File: config.mk
export PLATFORM = sky130hd
export DESIGN_NAME = mwsp_mix
export DESIGN_NICKNAME = d
export VERILOG_FILES = /design/src/mwsp_pkg.sv /design/src/mwsp_mix.sv
export SDC_FILE = /design/constraint.sdc
export NUM_CORES = 1
export LEC_CHECK = 0
export BUFFER_PORTS_ARGS = -buffer_cell sky130_fd_sc_hd__buf_2
export CAP_MARGIN = 0
export CORE_MARGIN = 5
export CORE_UTILIZATION = 53
export CTS_BUF_LIST = sky130_fd_sc_hd__clkbuf_8 sky130_fd_sc_hd__clkbuf_16
export DETAILED_ROUTE_END_ITERATION = 16
export PLACE_DENSITY = 0.82
export SYNTH_ARGS = -nofsm -noshare
export SYNTH_HDL_FRONTEND = slang
export SYNTH_SLANG_ARGS = --single-unit
File: constraint.sdc
create_clock -name i_clk -period 5 [get_ports i_clk]
set_input_delay 0.75 -clock i_clk [delete_from_list [all_inputs] [get_ports i_clk]]
set_output_delay 0.75 -clock i_clk [all_outputs]
set_load 0.02 [all_outputs]
File: src/mwsp_pkg.sv
// Shared types and constants for the mecanum wheel speed PID block.
// No dependencies; imported by every module under src.
`default_nettype none

package mwsp_pkg;

    localparam int WHEEL_COUNT        = 4;
    localparam int GAIN_FRAC_BITS_DEF = 8;

    localparam int CMD_W   = 14;
    localparam int MEAS_W  = 16;
    localparam int TGT_W   = 16;
    localparam int ERR_W   = 17;
    localparam int D1_W    = 18;
    localparam int D2_W    = 19;
    localparam int GAIN_W  = 16;
    localparam int LIMIT_W = 15;
    localparam int ACC_W   = 16;
    localparam int DUTY_W  = 15;

    localparam int IN_DATA_W  = 112;
    localparam int OUT_DATA_W = 64;
    localparam int CFG_IDX_W  = 2;
    localparam int CFG_DATA_W = 16;

    localparam logic [LIMIT_W-1:0] LIMIT_RESET = LIMIT_W'(10000);

    // lanes whose direction bit reads 1 when the accumulator is non-negative
    localparam logic [WHEEL_COUNT-1:0] WHEEL_LEFT = 4'b0101;

    typedef enum logic [1:0] {
        WHEEL_FL = 2'd0,
        WHEEL_FR = 2'd1,
        WHEEL_RL = 2'd2,
        WHEEL_RR = 2'd3
    } t_wheel;

    typedef enum logic [CFG_IDX_W-1:0] {
        CFG_GAIN_PROP  = 2'd0,
        CFG_GAIN_INTEG = 2'd1,
        CFG_GAIN_DERIV = 2'd2,
        CFG_DUTY_LIMIT = 2'd3
    } t_cfg_idx;

    typedef struct packed {
        logic [GAIN_W-1:0]  gain_prop;
        logic [GAIN_W-1:0]  gain_integ;
        logic [GAIN_W-1:0]  gain_deriv;
        logic [LIMIT_W-1:0] duty_limit;
    } t_cfg;

    // load strobes of the pipeline stages after the mixer
    typedef struct packed {
        logic ld_err;
        logic ld_prod;
        logic ld_sum;
        logic ld_out;
    } t_pipe_ctl;

endpackage

`default_nettype wire

File: src/mwsp_mix.sv
// Mecanum mixing stage: body command to four wheel targets, registered
// together with the measured speeds. Depends on mwsp_pkg.
`default_nettype none

module mwsp_mix
    import mwsp_pkg::*;
(
    input  wire                     i_clk,
    input  wire                     i_ld,
    input  wire signed [CMD_W-1:0]  i_cmd_x,
    input  wire signed [CMD_W-1:0]  i_cmd_y,
    input  wire signed [CMD_W-1:0]  i_cmd_rot,
    input  wire signed [MEAS_W-1:0] i_meas [WHEEL_COUNT],
    output logic signed [TGT_W-1:0]  o_tgt  [WHEEL_COUNT],
    output logic signed [MEAS_W-1:0] o_meas [WHEEL_COUNT]
);

    logic signed [TGT_W-1:0] w_x, w_y, w_r;
    logic signed [TGT_W-1:0] n_tgt [WHEEL_COUNT];
    logic signed [TGT_W-1:0] r_tgt [WHEEL_COUNT];
    logic signed [MEAS_W-1:0] r_meas [WHEEL_COUNT];

    assign w_x = TGT_W'(i_cmd_x);
    assign w_y = TGT_W'(i_cmd_y);
    assign w_r = TGT_W'(i_cmd_rot);

    always_comb begin
        n_tgt[WHEEL_FL] = w_y + w_x - w_r;
        n_tgt[WHEEL_FR] = w_y - w_x + w_r;
        n_tgt[WHEEL_RL] = w_y - w_x - w_r;
        n_tgt[WHEEL_RR] = w_y + w_x + w_r;
    end

    always_ff @(posedge i_clk) begin
        if (i_ld) begin
            for (int k = 0; k < WHEEL_COUNT; k++) begin
                r_tgt[k]  <= n_tgt[k];
                r_meas[k] <= i_meas[k];
            end
        end
    end

    assign o_tgt  = r_tgt;
    assign o_meas = r_meas;

endmodule

`default_nettype wire

Word-level counts from Yosys, hierarchy flattened
Cells that the tools add are included.
{ "totals": {"reg_bits": 128, "inputBits": 108, "out_inout_bits": 128, "elab_cells": 14} }
{ "op_classes": {"n_addsub": 6} }
{ "ops": {"columns": ["op", "n"], "rows": [
  ["$add 15x14->16", 2],
  ["$sub 15x14->16", 2],
  ["$add 14x14->15", 1],
  ["$sub 14x14->15", 1]
]} }

Depth between registers and ports, before layout
{ "depth": {"depth_word": 2, "ltp_mapped": 17, "depth_no_buf": 16} }

Least setup slack after synthesis
OpenSTA, ideal clock, no wires.
{ "synth_timing": {"path_type": "input-to-reg", "start": "input i_cmd_x[2]", "end": "register r_tgt (netlist bit o_tgt[14]), data pin", "setup_time_ns": 0.258, "arrival_ns": 4.272, "required_ns": 4.742, "path_slack_ns": 0.471, "cell_stages": 16, "n_path_buf": 2, "cell_sequence": "inv_1 -> ha_1 -> clkbuf_1 -> o21bai_1 -> o311ai_0 -> a21oi_1 -> o21bai_1 -> xnor2_1 -> ha_1 -> clkbuf_1 -> or4_4 -> or3_1 -> o21ai_1 -> a2111oi_1 -> o31a_1 -> xnor2_1"} }
{ "synth_lines": {"columns": ["item", "line_no", "text"], "rows": [
  ["start: declaration", "mwsp_mix.sv:10", "input wire signed [CMD_W-1:0] i_cmd_x,"],
  ["end signal: indexed assignment", "mwsp_mix.sv:37", "r_tgt[k] <= n_tgt[k];"],
  ["end: declaration", "mwsp_mix.sv:20", "logic signed [TGT_W-1:0] r_tgt [WHEEL_COUNT];"]
]} }

==> results.md <==
- Worst-path clk slew: 0.06 ns
- Crit-path max FO: 8
- Global routing's busiest layer: met2
- LEAKAGE: 4.43 nW
- # resized after CTS: 0
- Post-CTS Setup Inserts: 0
- CP Class: in -> reg
- Final Hold Viols: 0
- Distinct cell type count after synthesis: 57
- Switching Fraction: 0.347
- Yosys reg bits: 126
- Internal Power: 2.99 mW
- Top Ports: 236
- Grt ovf: 0
- Fill cell total of the finished layout: 1,131
- Cells after Synth: 714
- TritonCTS clock tree: built
- Routed WL per cell: 17.3 um
- Maximum clock rate: 233 MHz
- Post-Syn Area: 7960 um2
- Max-slew violations: 0
- Yosys top cell by area: edfxtp_1
- Switching power: 1.59 mW
- Residual DRC: 0
- TNS Setup: 0 ns
- Synth Flop Type: edfxtp_1
- CTS Hold Bufs: 0
- Number of synthesized flops with an enable pin: 126
- Top cells by count, synth: 126 x edfxtp_1, 88 x ha_1, 72 x inv_1
- CP peak stage delay: 0.58 ns
- Sequential share of power: 0.328
- Syn Nets: 916
- Antenna violations before repair: 2
- Maximum buffer depth of the clock tree: 2
- Setup crit end kind: flip-flop
- Total number of yosys warnings: 0
- Combinational share of power: 0.374
- Post-DP HPWL: 15,600 um
- Clock Tree Root: clkbuf_16
- Routability cong.: 0.939
- Port Buffer Count: 235
- Worst Path Required: 5.14 ns
- Pwr dens: 460 nW/um2
- Placed Area: 9310 um2
- Area growth syn-to-layout: 25.1%
- Core area: 14,600 um2
- Final net count: 1,148
- Asr flop ratio synth: 0
- Final setup violation count: 0
- First-pass GRT wire length: 30,800 um
- CTS Sinks: 126
- Synth top area share: 0.475
- RSZ-0062 raised after global routing: no
- # Max-Cap Violations: 0
- Htree depth: 4
- Final wirelength: 19,800 um
- Met1 Use GR: 0.263
- Layout cells sized above 1: 0.294
- Cells along the critical path: buf_2 > ha_1 > inv_1 > fa_1 > or2_2 > a21oi_1 > a211o_1 > nand3_1 > nand2_1 > xnor2_1 > ha_1 > or4_4 > or3_1 > o21ai_1 > a2111oi_1 > o31a_1 > xnor2_1
- Vias in the first global route: 6,023
- Vias: 6,319
- Post-synthesis average cell area: 11.2 um2
- Die area: 17,600 um2
- Initial cell density of the core: 0.544
- Met3 usage: 0.0440
- Antenna-violating nets left: 0
- Clk pwr share: 0.298
- Die Width: 133 um
- Worst slew pin tran: 0.776 ns
- Worst vdd ir: 0.239 mV
- Post-route cell area: 9960 um2
- Die Ht: 133 um
- Status: completed
- Most frequent cell after synthesis: edfxtp_1
- Drt via density: 5.52
- Worst hold path class: in -> reg
- Largest net degree at the start of global routing: 58
- Iteration-0 DRC count of the detailed router: 388
- WHS Path Cells: 1
- Cell Rows: 44
- Max transition margin: 0.476
- Min cycle time layout: 4.30 ns
- Startpoint types: primary input
- GR Layer Usage met2: 0.383
- Sequential fraction of the synthesis area: 0.475
- GRT Overall Usage: 0.217
- Hold Slack: 0.516 ns
- Final period utilization: 0.860
- Initial DRT Pass Iterations: 4
- CP max stage cell: or4_4
- Worst Path Arrival: 4.44 ns
- CTS buffer count: 17
- Most area-consuming cells after synthesis: edfxtp_1 48%, ha_1 14%, xnor2_1 6.3%
==> sequential cells by signal (all words and copies together), names as in the netlist <==
name    flops
o_meas     64
o_tgt      62
==> cell type report <==
type,instances,area (um2),share of cell area
flip-flops and latches,126,3780,0.380
multi-input cells,485,3780,0.379
repair buffers,243,1240,0.124
clock buffers,17,425,0.0427
inverters,73,274,0.0275
well taps,184,230,0.0231
clock inverters,14,225,0.0226
diodes,2,5.00,0.000502
==> layout by cell type, fill, tap and decap left out, drive strengths merged, types with 7 or more instances in the layout <==
cell	count
buf	243
edfxtp	126
ha	88
inv	79
xnor2	57
a21oi	53
nor2	38
nor3	23
nand2	19
o21bai	18
nor2b	17
clkbuf	17
nand2b	14
nand3	13
xor2	13
o21ai	13
a21o	11
o31ai	10
o21a	8
o41ai	7
nor4	7
==> critical path: cells and delay by family <==
kind | cells | cell delay (ns)
compound gates | 5 | 0.97
xor+xnor | 2 | 0.28
fa+ha+maj | 3 | 0.92
buf+inv | 2 | 0.14
simple gates | 5 | 1.37
==> per-layer routing <==
metal  wire length [um]  vias up
li1                   -     3064
met1               8020     2953
met4                466        0
met2              10000      271
met5                  0        -
met3               1300       31
==> power by group through the flow <==
stage                     logic, mW  clock network (mW)  registers [mW]
after CTS                      1.71                1.39            1.51
after detailed placement       1.70                   0            1.53
after global placement         1.68                   0            1.52
after global routing           1.86                1.44            1.52
after floorplan               0.891                   0            1.80
final                          1.71                1.36            1.50
==> kinds of logic after synthesis <==
family,Yosys count,share of synthesized area
and+or+nand+nor,152,0.0987
AOI/OAI and AO/OA,167,0.143
DFF,126,0.475
xor gates and xnor gates,70,0.0770
muxes,2,0.00267
adders and majority gates,94,0.153
buffers and inverters,103,0.0504
==> stage by stage <==
step	cells	util	setup WS (ns)	power, mW
detailed placement	1111	0.635	0.288	3.23
CTS	1142	0.680	0.711	4.61
floorplan	714	-	0.471	2.69
global placement	1111	0.635	0.360	3.20
global route	1144	0.680	0.499	4.82
finish	1144	0.680	0.702	4.58
==> path summary, 6_finish.rpt <==
kind / from / to / slack [ns]
max: i_cmd_x[0] / o_tgt[14] / 0.70
min: i_meas[37] / o_meas[37] / 0.52
(Power assumes the default switching activity.)
