[src/mwsp_pkg.sv]
// Shared types and constants for the mecanum wheel speed PID block.
// No dependencies; imported by every module under src.
`default_nettype none

package mwsp_pkg;

    localparam int WHEEL_COUNT        = 4;
    localparam int GAIN_FRAC_BITS_DEF = 8;

    localparam int CMD_W   = 14;
    localparam int MEAS_W  = 16;
    localparam int TGT_W   = 16;
    localparam int ERR_W   = 17;
    localparam int D1_W    = 18;
    localparam int D2_W    = 19;
    localparam int GAIN_W  = 16;
    localparam int LIMIT_W = 15;
    localparam int ACC_W   = 16;
    localparam int DUTY_W  = 15;

    localparam int IN_DATA_W  = 112;
    localparam int OUT_DATA_W = 64;
    localparam int CFG_IDX_W  = 2;
    localparam int CFG_DATA_W = 16;

    localparam logic [LIMIT_W-1:0] LIMIT_RESET = LIMIT_W'(10000);

    // lanes whose direction bit reads 1 when the accumulator is non-negative
    localparam logic [WHEEL_COUNT-1:0] WHEEL_LEFT = 4'b0101;

    typedef enum logic [1:0] {
        WHEEL_FL = 2'd0,
        WHEEL_FR = 2'd1,
        WHEEL_RL = 2'd2,
        WHEEL_RR = 2'd3
    } t_wheel;

    typedef enum logic [CFG_IDX_W-1:0] {
        CFG_GAIN_PROP  = 2'd0,
        CFG_GAIN_INTEG = 2'd1,
        CFG_GAIN_DERIV = 2'd2,
        CFG_DUTY_LIMIT = 2'd3
    } t_cfg_idx;

    typedef struct packed {
        logic [GAIN_W-1:0]  gain_prop;
        logic [GAIN_W-1:0]  gain_integ;
        logic [GAIN_W-1:0]  gain_deriv;
        logic [LIMIT_W-1:0] duty_limit;
    } t_cfg;

    // load strobes of the pipeline stages after the mixer
    typedef struct packed {
        logic ld_err;
        logic ld_prod;
        logic ld_sum;
        logic ld_out;
    } t_pipe_ctl;

endpackage

`default_nettype wire

[src/mwsp_merge.sv]
// Merging stage: turns the four lane accumulators into duty magnitudes and
// direction bits in the output register. Depends on mwsp_pkg.
`default_nettype none

module mwsp_merge
    import mwsp_pkg::*;
(
    input  wire                     i_clk,
    input  wire                     i_ld,
    input  wire signed [ACC_W-1:0]  i_acc [WHEEL_COUNT],
    output logic [OUT_DATA_W-1:0]   o_tdata
);

    logic [DUTY_W-1:0]      n_duty [WHEEL_COUNT];
    logic [WHEEL_COUNT-1:0] n_dir;
    logic [DUTY_W-1:0]      r_duty [WHEEL_COUNT];
    logic [WHEEL_COUNT-1:0] r_dir;

    always_comb begin
        for (int k = 0; k < WHEEL_COUNT; k++) begin
            n_duty[k] = i_acc[k][ACC_W-1] ? DUTY_W'(-i_acc[k]) : DUTY_W'(i_acc[k]);
            // left wheels show 1 for forward, right wheels 0
            n_dir[k]  = WHEEL_LEFT[k] ? ~i_acc[k][ACC_W-1] : i_acc[k][ACC_W-1];
        end
    end

    always_ff @(posedge i_clk) begin
        if (i_ld) begin
            r_duty <= n_duty;
            r_dir  <= n_dir;
        end
    end

    always_comb begin
        for (int k = 0; k < WHEEL_COUNT; k++) begin
            o_tdata[k*(DUTY_W+1) +: DUTY_W]   = r_duty[k];
            o_tdata[k*(DUTY_W+1) + DUTY_W]    = r_dir[k];
        end
    end

endmodule

`default_nettype wire

[config.mk]
export PLATFORM = sky130hd
export DESIGN_NAME = mwsp_merge
export DESIGN_NICKNAME = d
export VERILOG_FILES = /design/src/mwsp_pkg.sv /design/src/mwsp_merge.sv
export SDC_FILE = /design/constraint.sdc
export NUM_CORES = 1
export LEC_CHECK = 0
export BUFFER_PORTS_ARGS = -buffer_cell sky130_fd_sc_hd__buf_2
export CAP_MARGIN = 20
export CORE_ASPECT_RATIO = 1.2
export CORE_MARGIN = 1.5
export CORE_UTILIZATION = 49
export CTS_BUF_LIST = sky130_fd_sc_hd__clkbuf_8 sky130_fd_sc_hd__clkbuf_16
export CTS_CLUSTER_SIZE = 14
export DETAILED_ROUTE_END_ITERATION = 6
export PLACE_DENSITY = 0.81
export SLEW_MARGIN = 20
export SYNTH_ARGS = -nofsm -noshare
export SYNTH_HDL_FRONTEND = slang
export SYNTH_SLANG_ARGS = --single-unit
export TNS_END_PERCENT = 30
[constraint.sdc]
create_clock -name i_clk -period 2.23 [get_ports i_clk]
set_clock_uncertainty 0.05 [all_clocks]
set_input_delay 0.446 -clock i_clk [delete_from_list [all_inputs] [get_ports i_clk]]
set_output_delay 0.446 -clock i_clk [all_outputs]
set_load 0.01 [all_outputs]
=== After elaboration in Yosys (flattened, before gate mapping) ===
Index checks and enable logic that the tools add are counted.

* Flip-flop bits (word level): 64
* Output and inout port bits: 64
* Input port bits: 66
* Word-level logic and storage cells: 15

* $add $sub $neg: 4
* Mux-type cells: 4
* Bitwise operators: 2

{| class="wikitable"
|+ Operators by type and width
! cell !! count
|-
| 2-to-1 mux 15 bit || 4
|-
| negation 15 bit || 4
|-
| inverter 1 bit || 2
|}

=== Logic depth before layout (Yosys ltp) ===
* Depth after elaboration: 2
* Gate-level depth with buffers: 6
* Mapped depth without buffers: 5

=== Least setup slack after synthesis ===
No wires, ideal clock.

* Path kind: input-to-reg
* Start: input i_acc[33] in the netlist's numbering
* End: register r_duty, in the netlist o_tdata[30] (data pin)
* Stages on the path: 6
* Setup time: 158 ps
* Path slack: 332 ps
* Buffers on the path: 1
* Arrival: 1691 ps
* Required time: 2022 ps
* Path through: inv_1 ha_1 or3b_1 clkbuf_1 or4_1 o211ai_1

{| class="wikitable"
|+ RTL lines
! element !! RTL line !! RTL
|-
| from (decl) || mwsp_merge.sv:10 || <nowiki>input wire signed [ACC_W-1:0] i_acc [WHEEL_COUNT],</nowiki>
|-
| to (signal assigned) || mwsp_merge.sv:29 || <nowiki>r_duty <= n_duty;</nowiki>
|-
| to (decl) || mwsp_merge.sv:16 || <nowiki>logic [DUTY_W-1:0] r_duty [WHEEL_COUNT];</nowiki>
|}

==> summary.md <==
| Metric | Value |
|---|---|
| Synth area leaders | edfxtp_1, xnor2_1, o41ai_2, xor2_1, o31ai_1 |
| Crit start category | input pin |
| Diodes inserted | 0 |
| FP Rows | 32 |
| CTS Root Cell | clkbuf_8 |
| Tot GR Track Use | about 18% |
| Final net count | 448 |
| Pint | 2203 uW |
| Die Ht | around 90 um |
| Num CTS Buffers | 9 |
| Ports | 130 |
| Avg Vias per Cell | 5.160 |
| Multi-input gate area | between 1000 and 1500 sq um |
| Sequential cell area | 1922 sq um |
| First-pass GRT wire length | 10240 um |
| Pleak | 0.001661 uW |
| Layout cells sized above 1 | approximately 44% |
| Status | finished clean |
| CTS tree | built |
| P_sw | 728.2 uW |
| Crit Path Class | input pin to flop |
| Share of the synthesized area in the top cell type | 59.08% |
| Tmin final | 1.810 ns |
| Total global routing overflow | 0 |
| Post-CTS sizing | 0 |
| Seq cells post-synth | 64 |
| Critical Path Fanout Max | 5 |
| PnR Total Power | 2932 uW |
| Max frequency | 0.5524 GHz |
| Die width | around 77 um |
| # H-tree levels | 3 |
| Cells after Synth | 240 |
| Clock network power share | 31.5% |
| CP endpoint | o_tdata[62] |
| Drt first pass iters | 4 |
| Number of max-cap violations | 0 |
| Vias in the first global route | 2273 |
| Total number of vias | 2415 |
| Seq/Total Area, Yosys | 59.08% |
| CP startpoint | i_acc[1] |
| Clock Sinks | 64 |
| Worst EP arrival | 1.83 ns |
| Area grow syn2layout | 29.46% |
| Starting Density | 50.78% |
| Util after Layout | between 60% and 70% |
| GPL Wtd Cong | 0.8119 |
| DP HPWL | 4716 um |
| Fill cells | 518 |
| Final Cycle Share | 81.18% |
| DR iter-0 viols | 111 |
| Post-synth net total | 310 |
| Distinct cells, synth | 33 |
| Setup Fix Bufs, Post-CTS | 0 |
| Cell Pwr Density | 696.1 nW/um^2 |
| Post-synth top area cell | edfxtp_1 |
| Setup TNS | 0 ns |
| Mapped Area | 3253 sq um |
| VDD IR-drop max | 0.4086 mV |
| Crit path capture type | flop |
| Worst slew margin | 74.13% |
| DR WL/cell | between 10 and 15 um |
| Routed WL | approximately 6300 um |
| IO Port Bufs | 129 |
| Clock Path Buffers | 2 |
| WP data required | 2.25 ns |
| RSZ-0062 raised after global routing | false |
| Ys Warns | 0 |
| Avg Cell Area, Syn | 13.55 sq um |
| Slew Limit Fails | 0 |
| Final Hold Vio Count | 0 |
| Sequential share of power | approximately half |
| Cts hold-fix bufs | 0 |
| Slew of the pin with the lowest slew margin | slightly below 0.4 ns |
| Clock slew at reported path FFs | 0.07 ns |
| Hold crit path type | input pin to flop |
| Die ar. | 7139 sq um |
| Core ar. | 6406 sq um |
| Setup-failing EPs final | 0 |
| Comb pwr share | 17.3% |
| Worst Hold Path Cells | 1 |
| Antenna-violating nets left | 0 |
| Initial antenna violation count | 0 |
| Residual DRC | 0 |
| Sw Share | 24.84% |
| Largest net degree at the start of global routing | 65 |
-- metal layers --
layer | share of wire [%] | GRT usage (%)
met5 | 0 | 0
met3 | 5.5 | 4.279
met2 | 52 | 32.46
met1 | 40 | 20.76
met4 | 2.0 | 9.545
-- cells by family (layout without fill, tap and decap cells) --
logic type | count (synthesis) | after routing | synth area share [%]
xor+xnor | 51 | 51 | 13.73
fa+ha+maj | 4 | 4 | 1.539
compound gates | 51 | 51 | 13.12
simple gates | 52 | 52 | 10.46
buf+inv | 18 | 161 | 2.077
flops | 64 | 64 | 59.08
-- power groups by stage --
| stage | registers, uW | clock network [uW] | logic, uW |
|---|---|---|---|
| after floorplan | 1600 | 0 | 172 |
| after CTS | 1500 | 950 | 514 |
| final | 1500 | 924 | 506 |
| after detailed placement | 1530 | 0 | 512 |
| after global routing | 1510 | 993 | 555 |
| after global placement | 1530 | 0 | 500 |
-- state kept, by name, summed over array words and instances (netlist names) --
signal	count
r_dir	4
o_tdata	60
-- per-stage QoR --
step | area (sq um) | setup slack (ns) | hold slack (ns) | cells
after floorplan | 3253 | 0.3316 | 0.4949 | 240
after global placement | 4025 | 0.1689 | 0.6006 | 452
after detailed placement | 4025 | 0.05521 | 0.6099 | 452
after CTS | 4212 | 0.4100 | 0.2595 | 468
after global routing | 4212 | 0.3230 | 0.2701 | 468
final | 4212 | 0.4198 | 0.2774 | 468
-- worst min-delay path by stage --
stage / slack, ns / startpoint / end
final: 0.28 / i_acc[16] / o_tdata[32]
after global routing: 0.27 / i_acc[16] / o_tdata[32]
after CTS: 0.26 / i_acc[16] / o_tdata[32]
after detailed placement: 0.61 / i_acc[16] / o_tdata[32]
after global placement: 0.60 / i_acc[16] / o_tdata[32]
after floorplan: 0.49 / i_acc[48] / o_tdata[0]
-- layout by cell type, fill, tap and decap left out, types with 2 or more instances in the layout --
cell type / n
or4_4: 5
nor3_1: 2
a41oi_1: 5
inv_1: 11
or3_1: 7
clkbuf_8: 9
nand2_1: 5
buf_2: 129
nand2b_1: 7
or4_1: 5
xnor2_1: 39
clkinv_1: 2
o21ai_0: 6
a21oi_1: 4
clkinv_2: 2
o41ai_1: 2
o41ai_2: 9
buf_4: 3
ha_1: 4
a31oi_1: 4
o21ai_1: 6
edfxtp_1: 64
o31ai_1: 13
nor4_1: 4
xor2_1: 12
clkinvlp_4: 2
or2_2: 4
nor2_1: 7
-- worst max-delay path: stages --
cell     delay (ns)
buf_2          0.11
inv_1          0.06
ha_1           0.16
or4b_1         0.57
o41ai_2        0.36
xnor2_1        0.12
-- cells in the mapped netlist --
| cell | instances |
|---|---|
| a21oi_1 | 4 |
| a31o_1 | 1 |
| a31oi_1 | 4 |
| a41oi_1 | 5 |
| buf_1 | 1 |
| clkbuf_1 | 5 |
| edfxtp_1 | 64 |
| ha_1 | 4 |
| inv_1 | 11 |
| inv_2 | 1 |
| nand2_1 | 5 |
| nand2b_1 | 7 |
| nor2_1 | 7 |
| nor3_1 | 2 |
| nor3b_1 | 1 |
| nor4_1 | 4 |
| nor4_2 | 1 |
| o211ai_1 | 1 |
| o21ai_0 | 6 |
| o21ai_1 | 6 |
| o31ai_1 | 13 |
| o41ai_1 | 2 |
| o41ai_2 | 9 |
| or2_1 | 1 |
| or2_2 | 4 |
| or3_1 | 7 |
| or3b_1 | 1 |
| or3b_2 | 1 |
| or4_1 | 5 |
| or4_4 | 5 |
| or4b_1 | 1 |
| xnor2_1 | 39 |
| xor2_1 | 12 |
-- final cells by class --
type	instances	share of cell area, %
Tap cell	85	2.525
Clock inverter	7	1.485
Inverter	12	1.070
Sequential cell	64	45.63
Multi-Input combinational cell	158	30.01
Timing Repair Buffer	133	16.34
Clock buffer	9	2.941
Power figures use the tool's default switching activity.
