**config.mk**
```make
export PLATFORM = sky130hd
export DESIGN_NAME = mwsp_lane
export DESIGN_NICKNAME = d
export VERILOG_FILES = /design/src/mwsp_pkg.sv /design/src/mwsp_lane.sv
export SDC_FILE = /design/constraint.sdc
export NUM_CORES = 2
export LEC_CHECK = 0
export ABC_AREA = 1
export BUFFER_PORTS_ARGS = -buffer_cell sky130_fd_sc_hd__buf_2
export CAP_MARGIN = 40
export CORE_ASPECT_RATIO = 0.5
export CORE_MARGIN = 5
export CORE_UTILIZATION = 40
export CTS_BUF_LIST = sky130_fd_sc_hd__clkbuf_8
export DETAILED_ROUTE_END_ITERATION = 8
export SYNTH_ARGS = -nofsm -noshare
export SYNTH_HDL_FRONTEND = slang
export SYNTH_SLANG_ARGS = --single-unit
export TNS_END_PERCENT = 10
```
**constraint.sdc**
```tcl
create_clock -name i_clk -period 12.05 [get_ports i_clk]
set_input_delay 1.205 -clock i_clk [delete_from_list [all_inputs] [get_ports i_clk]]
set_output_delay 1.205 -clock i_clk [all_outputs]
set_load 0.01 [all_outputs]
```
**src/mwsp_pkg.sv**
```systemverilog
// Shared types and constants for the mecanum wheel speed PID block.
// No dependencies; imported by every module under src.
`default_nettype none

package mwsp_pkg;

    localparam int WHEEL_COUNT        = 4;
    localparam int GAIN_FRAC_BITS_DEF = 8;

    localparam int CMD_W   = 14;
    localparam int MEAS_W  = 16;
    localparam int TGT_W   = 16;
    localparam int ERR_W   = 17;
    localparam int D1_W    = 18;
    localparam int D2_W    = 19;
    localparam int GAIN_W  = 16;
    localparam int LIMIT_W = 15;
    localparam int ACC_W   = 16;
    localparam int DUTY_W  = 15;

    localparam int IN_DATA_W  = 112;
    localparam int OUT_DATA_W = 64;
    localparam int CFG_IDX_W  = 2;
    localparam int CFG_DATA_W = 16;

    localparam logic [LIMIT_W-1:0] LIMIT_RESET = LIMIT_W'(10000);

    // lanes whose direction bit reads 1 when the accumulator is non-negative
    localparam logic [WHEEL_COUNT-1:0] WHEEL_LEFT = 4'b0101;

    typedef enum logic [1:0] {
        WHEEL_FL = 2'd0,
        WHEEL_FR = 2'd1,
        WHEEL_RL = 2'd2,
        WHEEL_RR = 2'd3
    } t_wheel;

    typedef enum logic [CFG_IDX_W-1:0] {
        CFG_GAIN_PROP  = 2'd0,
        CFG_GAIN_INTEG = 2'd1,
        CFG_GAIN_DERIV = 2'd2,
        CFG_DUTY_LIMIT = 2'd3
    } t_cfg_idx;

    typedef struct packed {
        logic [GAIN_W-1:0]  gain_prop;
        logic [GAIN_W-1:0]  gain_integ;
        logic [GAIN_W-1:0]  gain_deriv;
        logic [LIMIT_W-1:0] duty_limit;
    } t_cfg;

    // load strobes of the pipeline stages after the mixer
    typedef struct packed {
        logic ld_err;
        logic ld_prod;
        logic ld_sum;
        logic ld_out;
    } t_pipe_ctl;

endpackage

`default_nettype wire

```
**src/mwsp_lane.sv**
```systemverilog
// One incremental PID lane: error differences, gain products, sum, then
// accumulate with truncation toward zero and clamp. Depends on mwsp_pkg.
`default_nettype none

module mwsp_lane
    import mwsp_pkg::*;
#(
    parameter int GAIN_FRAC_BITS = GAIN_FRAC_BITS_DEF
) (
    input  wire                     i_clk,
    input  wire                     i_rst_n,
    input  t_pipe_ctl               i_ctl,
    input  t_cfg                    i_cfg,
    input  wire signed [TGT_W-1:0]  i_tgt,
    input  wire signed [MEAS_W-1:0] i_meas,
    output logic signed [ACC_W-1:0] o_acc_next
);

    localparam int PROD_W = GAIN_W + 1 + D2_W;
    localparam int SUM_W  = PROD_W + 2;
    localparam int TOT_W  = SUM_W + 1;
    localparam logic signed [TOT_W-1:0] ROUND_ADJ =
        TOT_W'((64'd1 << GAIN_FRAC_BITS) - 64'd1);

    // error history and accumulator
    logic signed [ERR_W-1:0] r_e1, r_e2;
    logic signed [ACC_W-1:0] r_acc;

    logic signed [ERR_W-1:0] w_e;
    logic signed [D1_W-1:0]  w_d1;
    logic signed [D2_W-1:0]  w_d2;
    logic signed [ERR_W-1:0] r_e;
    logic signed [D1_W-1:0]  r_d1;
    logic signed [D2_W-1:0]  r_d2;

    logic signed [PROD_W-1:0] w_p_prop, w_p_integ, w_p_deriv;
    logic signed [PROD_W-1:0] r_p_prop, r_p_integ, r_p_deriv;
    logic signed [SUM_W-1:0]  r_sum;

    logic signed [TOT_W-1:0] w_tot, w_adj, w_q, w_lim;

    assign w_e  = ERR_W'(i_tgt) - ERR_W'(i_meas);
    assign w_d1 = D1_W'(w_e) - D1_W'(r_e1);
    assign w_d2 = D2_W'(w_e) - (D2_W'(r_e1) <<< 1) + D2_W'(r_e2);

    always_ff @(posedge i_clk) begin
        if (!i_rst_n) begin
            r_e1 <= '0;
            r_e2 <= '0;
        end else if (i_ctl.ld_err) begin
            r_e1 <= w_e;
            r_e2 <= r_e1;
        end
    end

    always_ff @(posedge i_clk) begin
        if (i_ctl.ld_err) begin
            r_e  <= w_e;
            r_d1 <= w_d1;
            r_d2 <= w_d2;
        end
    end

    assign w_p_prop  = $signed({1'b0, i_cfg.gain_prop})  * r_d1;
    assign w_p_integ = $signed({1'b0, i_cfg.gain_integ}) * r_e;
    assign w_p_deriv = $signed({1'b0, i_cfg.gain_deriv}) * r_d2;

    always_ff @(posedge i_clk) begin
        if (i_ctl.ld_prod) begin
            r_p_prop  <= w_p_prop;
            r_p_integ <= w_p_integ;
            r_p_deriv <= w_p_deriv;
        end
        if (i_ctl.ld_sum) begin
            r_sum <= SUM_W'(r_p_prop) + SUM_W'(r_p_integ) + SUM_W'(r_p_deriv);
        end
    end

    // accumulator loop: scaled add, truncate toward zero, clamp
    assign w_tot = TOT_W'(r_sum) + (TOT_W'(r_acc) <<< GAIN_FRAC_BITS);
    assign w_adj = w_tot[TOT_W-1] ? (w_tot + ROUND_ADJ) : w_tot;
    assign w_q   = w_adj >>> GAIN_FRAC_BITS;
    assign w_lim = TOT_W'({1'b0, i_cfg.duty_limit});

    always_comb begin
        if (w_q <= -w_lim) begin
            o_acc_next = ACC_W'(-w_lim);
        end else if (w_q >= w_lim) begin
            o_acc_next = ACC_W'(w_lim);
        end else begin
            o_acc_next = ACC_W'(w_q);
        end
    end

    always_ff @(posedge i_clk) begin
        if (!i_rst_n) begin
            r_acc <= '0;
        end else if (i_ctl.ld_out) begin
            r_acc <= o_acc_next;
        end
    end

endmodule

`default_nettype wire

```
# --- Word-level counts from Yosys, hierarchy flattened ---
# Cells that the tools add are included.
word_totals:
  reg_bits: 247
  output_inout_bits: 16
op_classes:
  mux: 3
  order_cmp: 2
  n_addsub: 9
  n_mul: 3
op_table:
  columns: ["cell", "count"]
  rows:
  - ["38-bit by 24-bit adder with 39-bit output", 1]
  - ["39-bit by 9-bit adder with 39-bit output (second input constant)", 1]
  - ["31-bit by 39-bit <= comparator with 1-bit output", 1]
  - ["39-bit two-way mux", 1]
  - ["15-bit negator with 39-bit output", 1]
  - ["36-bit by 36-bit adder with 37-bit output", 1]
  - ["35-bit by 34-bit adder with 36-bit output", 1]
  - ["17-bit by 19-bit multiplier with 36-bit output", 1]
  - ["17-bit by 18-bit multiplier with 35-bit output", 1]
  - ["17-bit by 17-bit multiplier with 34-bit output", 1]
  - ["16-bit two-way mux", 2]
  - ["31-bit by 16-bit greater-or-equal comparator with 1-bit output", 1]
  - ["19-bit by 17-bit adder with 19-bit output", 1]
  - ["17-bit by 18-bit subtractor with 19-bit output", 1]
  - ["17-bit by 17-bit subtractor with 18-bit output", 1]
  - ["16-bit by 16-bit subtractor with 17-bit output", 1]

# --- Depth between registers and ports, before layout ---
logic_depth:
  word_depth: 6
  mapped_depth: 39
  ltp_nobuf: 38

# --- Worst setup path before layout ---
# Ideal clock, no wire load.
synth_path:
  path_type: "input to register"
  start: "input i_cfg[49] (netlist bit)"
  end: "register, netlist name r_p_prop[34]"
  path_buffers: 2
  t_arrival_ns: 6.927
  setup_ns: 0.265
  slack_ns: 4.858
  t_required_ns: 11.785
  path_stages: 26
  cell_sequence: "clkbuf_1 -> clkbuf_1 -> nand2_1 -> fa_1 -> inv_1 -> fa_1 -> inv_1 -> fa_1 -> inv_1 -> fa_1 -> inv_1 -> fa_1 -> inv_1 -> fa_1 -> ha_1 -> a21oi_1 -> o21ai_0 -> a21oi_1 -> o21ai_0 -> nand2_1 -> nand2_1 -> a21oi_1 -> o21ai_0 -> a21boi_0 -> o21ai_0 -> xor2_1"
synth_via:
  elab_chain_len: 1
synth_rtl:
  columns: ["element", "line_no", "text"]
  rows:
  - ["from (decl)", "mwsp_lane.sv:13", "input t_cfg i_cfg,"]
  - ["17-bit by 18-bit multiplier with 35-bit output", "mwsp_lane.sv:64", "assign w_p_prop = $signed({1'b0, i_cfg.gain_prop}) * r_d1;"]
  - ["net w_p_prop[34]", "mwsp_lane.sv:36", "logic signed [PROD_W-1:0] w_p_prop, w_p_integ, w_p_deriv;"]
# The timed path passes the listed nets, and every way through them passes these cells.
# A chain may end at the register's enable or synchronous reset.

# --- Worst setup path after layout ---
layout_path:
  start: "register r_sum[8]"
  end: "output o_acc_next[13]"
layout_via:
  elab_chain_len: 6
  elab_cells_between_ends: 7
layout_rtl:
  columns: ["element", "line_no", "text"]
  rows:
  - ["from (decl)", "mwsp_lane.sv:38", "logic signed [SUM_W-1:0] r_sum;"]
  - ["from (signal assigned)", "mwsp_lane.sv:75", "r_sum <= SUM_W'(r_p_prop) + SUM_W'(r_p_integ) + SUM_W'(r_p_deriv);"]
  - ["38-bit by 24-bit adder with 39-bit output (*)", "mwsp_lane.sv:80", "assign w_tot = TOT_W'(r_sum) + (TOT_W'(r_acc) <<< GAIN_FRAC_BITS);"]
  - ["39-bit by 9-bit adder with 39-bit output", "mwsp_lane.sv:81", "assign w_adj = w_tot[TOT_W-1] ? (w_tot + ROUND_ADJ) : w_tot;"]
  - ["39-bit two-way mux (*)", "mwsp_lane.sv:81", null]
  - ["31-bit by 16-bit greater-or-equal comparator with 1-bit output", "mwsp_lane.sv:88", "end else if (w_q >= w_lim) begin"]
  - ["16-bit two-way mux", "mwsp_lane.sv:88", null]
  - ["16-bit two-way mux (*)", "mwsp_lane.sv:86", "if (w_q <= -w_lim) begin"]
  - ["to (decl)", "mwsp_lane.sv:16", "output logic signed [ACC_W-1:0] o_acc_next"]
# Mark *: on every way between the ends. The rest lies on a longest branch, timed or not.

==> impl_results.md <==
- Post-synthesis net count: 7513
- Initial antenna violation count: 11
- FF-to-FF End: r_p_prop[34]$_DFFE_PP_
- WL final: 125000 um
- Cells on worst reg2reg path: 26
- Synth area leaders: fa_1 (35%), inv_1 (12%), ha_1 (12%), edfxtp_1 (12%), nand2_1 (11%)
- Primary FF master, synth: edfxtp_1
- MaxCap Viol Count: 0
- Total grt overflow: 0
- Post-synth ARST share: 0
- Final min period: around 7900 ps
- Reg2reg setup slack: 4990 ps
- Routed met3 length: 7952 um
- First-pass GRT wire length: between 200000 and 250000 um
- Final Hold Viols: 0
- Core area: ~120000 um^2
- WL met2: 58830 um
- Hold_sp: r_e1[8]$_SDFFE_PN0P_
- Setup TNS: 0 ps
- CTS hold repair buffers: 0
- Area Growth Syn to Fin: 5.911%
- Register area share after synthesis: 0.1386
- Crit end category: output port
- Clock sink total: 246
- Total GRT Usage: 0.1952
- RSZ-0062 raised after global routing: no
- Layout net count: 7485
- Clock Latency Late Sink: 620 ps
- WL/cell: 16.12 um
- DR vias/cell: 4.746
- Synth top area share: 0.3490
- Die Ht: 259.2 um
- Slew headroom: 0.3864
- Worst-Margin Slew: 920.4 ps
- Final setup vio count: 0
- Seq cells post-synth: 246
- Outcome: completed
- Die W: 508.4 um
- Hold EP: r_e1[8]$_SDFFE_PN0P_
- Tightest Hold Check Type: flop to flop
- Register Area: between 6000 and 7000 um^2
- TritonCTS clock tree: yes
- Num ports: 117
- Met1 WL: 55800 um
- Die Area: 131800 um^2
- Iter 0 DRT Violations: between 2000 and 2500
- Ratio of cells with drive above 1 in the final layout: 0.05152
- Row Count: 91
- Final period utilization: 0.6533
- Worst setup SP type: flop
- Post-cts sizing count: 0
- Top layer reached by signal wires: met4
- Final ANT Viol Nets: 0
- Initial Util: 0.4029
- Syn_area_per_cell: 8.181 um^2
- Count of cell types in the netlist: 56
- WP data required: 10850 ps
- EDFF count, synth: 196
- Port Buffers: about 120
- Vias in the first global route: 38290
- Final Max Tran Viols: 0
- H-tree depth: 2
- Largest net degree at the start of global routing: 72
- WHS Path Cells: 2
- WP data arrival: 6670 ps
- Syn Std Cell Area: a little under 50000 um^2
- RePlAce Congestion: 0.9010
- Clock Skew: 34.70 ps
- R2R Path Start: r_d1[5]$_DFFE_PP_
- Highest clock rate: 127.0 MHz
- Multi-input logic area: about 36000 um^2
- Synth Warn #: 0
- Crit path max fanout: 17
- DRC Markers: 0
- # fillers: 12480
- Post-CTS Setup Bufs: 0
- Root buf cell: clkbuf_8
- Yosys top cell by area: fa_1
- 1st-pass router iterations: 5
- Max clock buf depth: 3
- Post-Syn Instances: 6072
- Hpwl dp: 104800 um
- Vias: 36800
- Num CTS Buffers: 41
- Setup CP Type: flop to output port
- Reg clk slew, reported paths: about 70 ps
-- critical path, stage by stage, from the launching register on --
cell,delay (ps)
edfxtp_1,500
ha_1,290
fa_1,460
xnor2_1,170
nand3b_1,250
nor2_1,300
inv_1,70
nor2_1,240
nand2_1,230
nor2_1,300
nand2_1,120
xor2_1,230
inv_1,90
ha_1,310
nand4_1,160
nor3_1,290
nand4_1,130
o31ai_1,420
nand4_1,140
nor2_1,150
a21oi_2,80
nand3_2,330
nand3_4,340
nand2_1,180
nand2_1,110
buf_2,160
-- kinds of logic after synthesis --
| group | Yosys count | synth area share |
|---|---|---|
| AOI/OAI and AO/OA | 461 | 0.05108 |
| DFF | 246 | 0.1386 |
| xor gates and xnor gates | 220 | 0.03909 |
| and+or+nand+nor | 1941 | 0.1604 |
| adders and majority gates | 1340 | 0.4684 |
| buffers and inverters | 1864 | 0.1424 |
-- cells in the final DEF, fill, tap and decap left out, types with 48 or more instances in the layout --
cell type	Yosys	routed
nand4_1	48	48
buf_2	4	114
dfxtp_1	50	50
fa_1	866	866
edfxtp_1	196	196
ha_1	474	474
nand2_1	1436	1436
a21oi_1	247	247
nand3_1	133	133
nor2_1	206	206
inv_1	1633	1642
o21ai_0	116	116
xnor2_1	76	76
xor2_1	142	142
-- per-layer routing --
metal,global-route usage,vias up
li1,-,17880
met1,0.2648,18030
met2,0.3294,757
met3,0.03624,140
met4,0.03648,0
met5,0,-
-- cells in the mapped netlist (4+ instances only) --
master       n
xnor2_1     76
a21boi_0     5
o211ai_1     4
nor2_1     206
nand3b_1     7
nand2_1   1436
or2_2       14
buf_2        4
o221ai_1     4
nand2_4      7
nor4_1       6
nor2_2      16
nor3_2       5
nand2_2     35
nor3_1      16
buf_1       10
fa_1       866
a21o_1       9
edfxtp_1   196
xor2_1     142
nand3_1    133
dfxtp_1     50
o21ai_1      6
a21oi_1    247
inv_1     1633
a221oi_1     4
clkbuf_1   204
o21ai_0    116
ha_1       474
nand4_1     48
o21bai_1    15
o31ai_1     11
a31oi_1     14
o21a_1       8
a211oi_1    11
-- sequential cells by signal, summed over array words and instances, names as in the netlist --
name,cells
r_acc,16
r_d1,18
r_d2,19
r_e,17
r_e1,17
r_e2,17
r_p_deriv,36
r_p_integ,34
r_p_prop,35
r_sum,37
-- cell type report --
class	count	share of cell area
Multi-Input combinational cell	3962	0.6788
Sequential cell	246	0.1309
Inverter	1638	0.1169
Tap cell	1674	0.03981
Timing Repair Buffer	155	0.01707
Clock buffer	44	0.01151
Clock inverter	30	0.004827
Antenna cell	4	0.0001902
-- worst max-delay path by stage --
stage,from,endpoint,slack (ps),depth (start not counted)
after floorplan,i_cfg[49],r_p_prop[34]$_DFFE_PP_,4860,26
after global placement,i_cfg[49],r_p_prop[34]$_DFFE_PP_,4470,27
after detailed placement,i_cfg[50],r_p_prop[34]$_DFFE_PP_,4430,27
after CTS,r_sum[8]$_DFFE_PP_,o_acc_next[13],4210,24
after global routing,r_acc[15]$_SDFFE_PN0P_,o_acc_next[13],3710,28
final,r_sum[8]$_DFFE_PP_,o_acc_next[13],4180,25
-- through the flow --
stage / instances / worst slack, ps / hold slack (ps) / area [um^2] / util
final: 7753 / 4178 / 533.9 / 52610 / 0.4267
after global routing: 7751 / 3709 / 571.3 / 52610 / 0.4266
after CTS: 7749 / 4212 / 532.7 / 52600 / 0.4266
after detailed placement: 7675 / 4428 / 515.6 / 51740 / 0.4196
after global placement: 7669 / 4474 / 507.9 / 51680 / 0.4191
after floorplan: 6072 / 4858 / 489.8 / 49680 / -
Power is not shown: default switching activity piles up to over one toggle a cycle in this logic, so the estimate is an artifact.
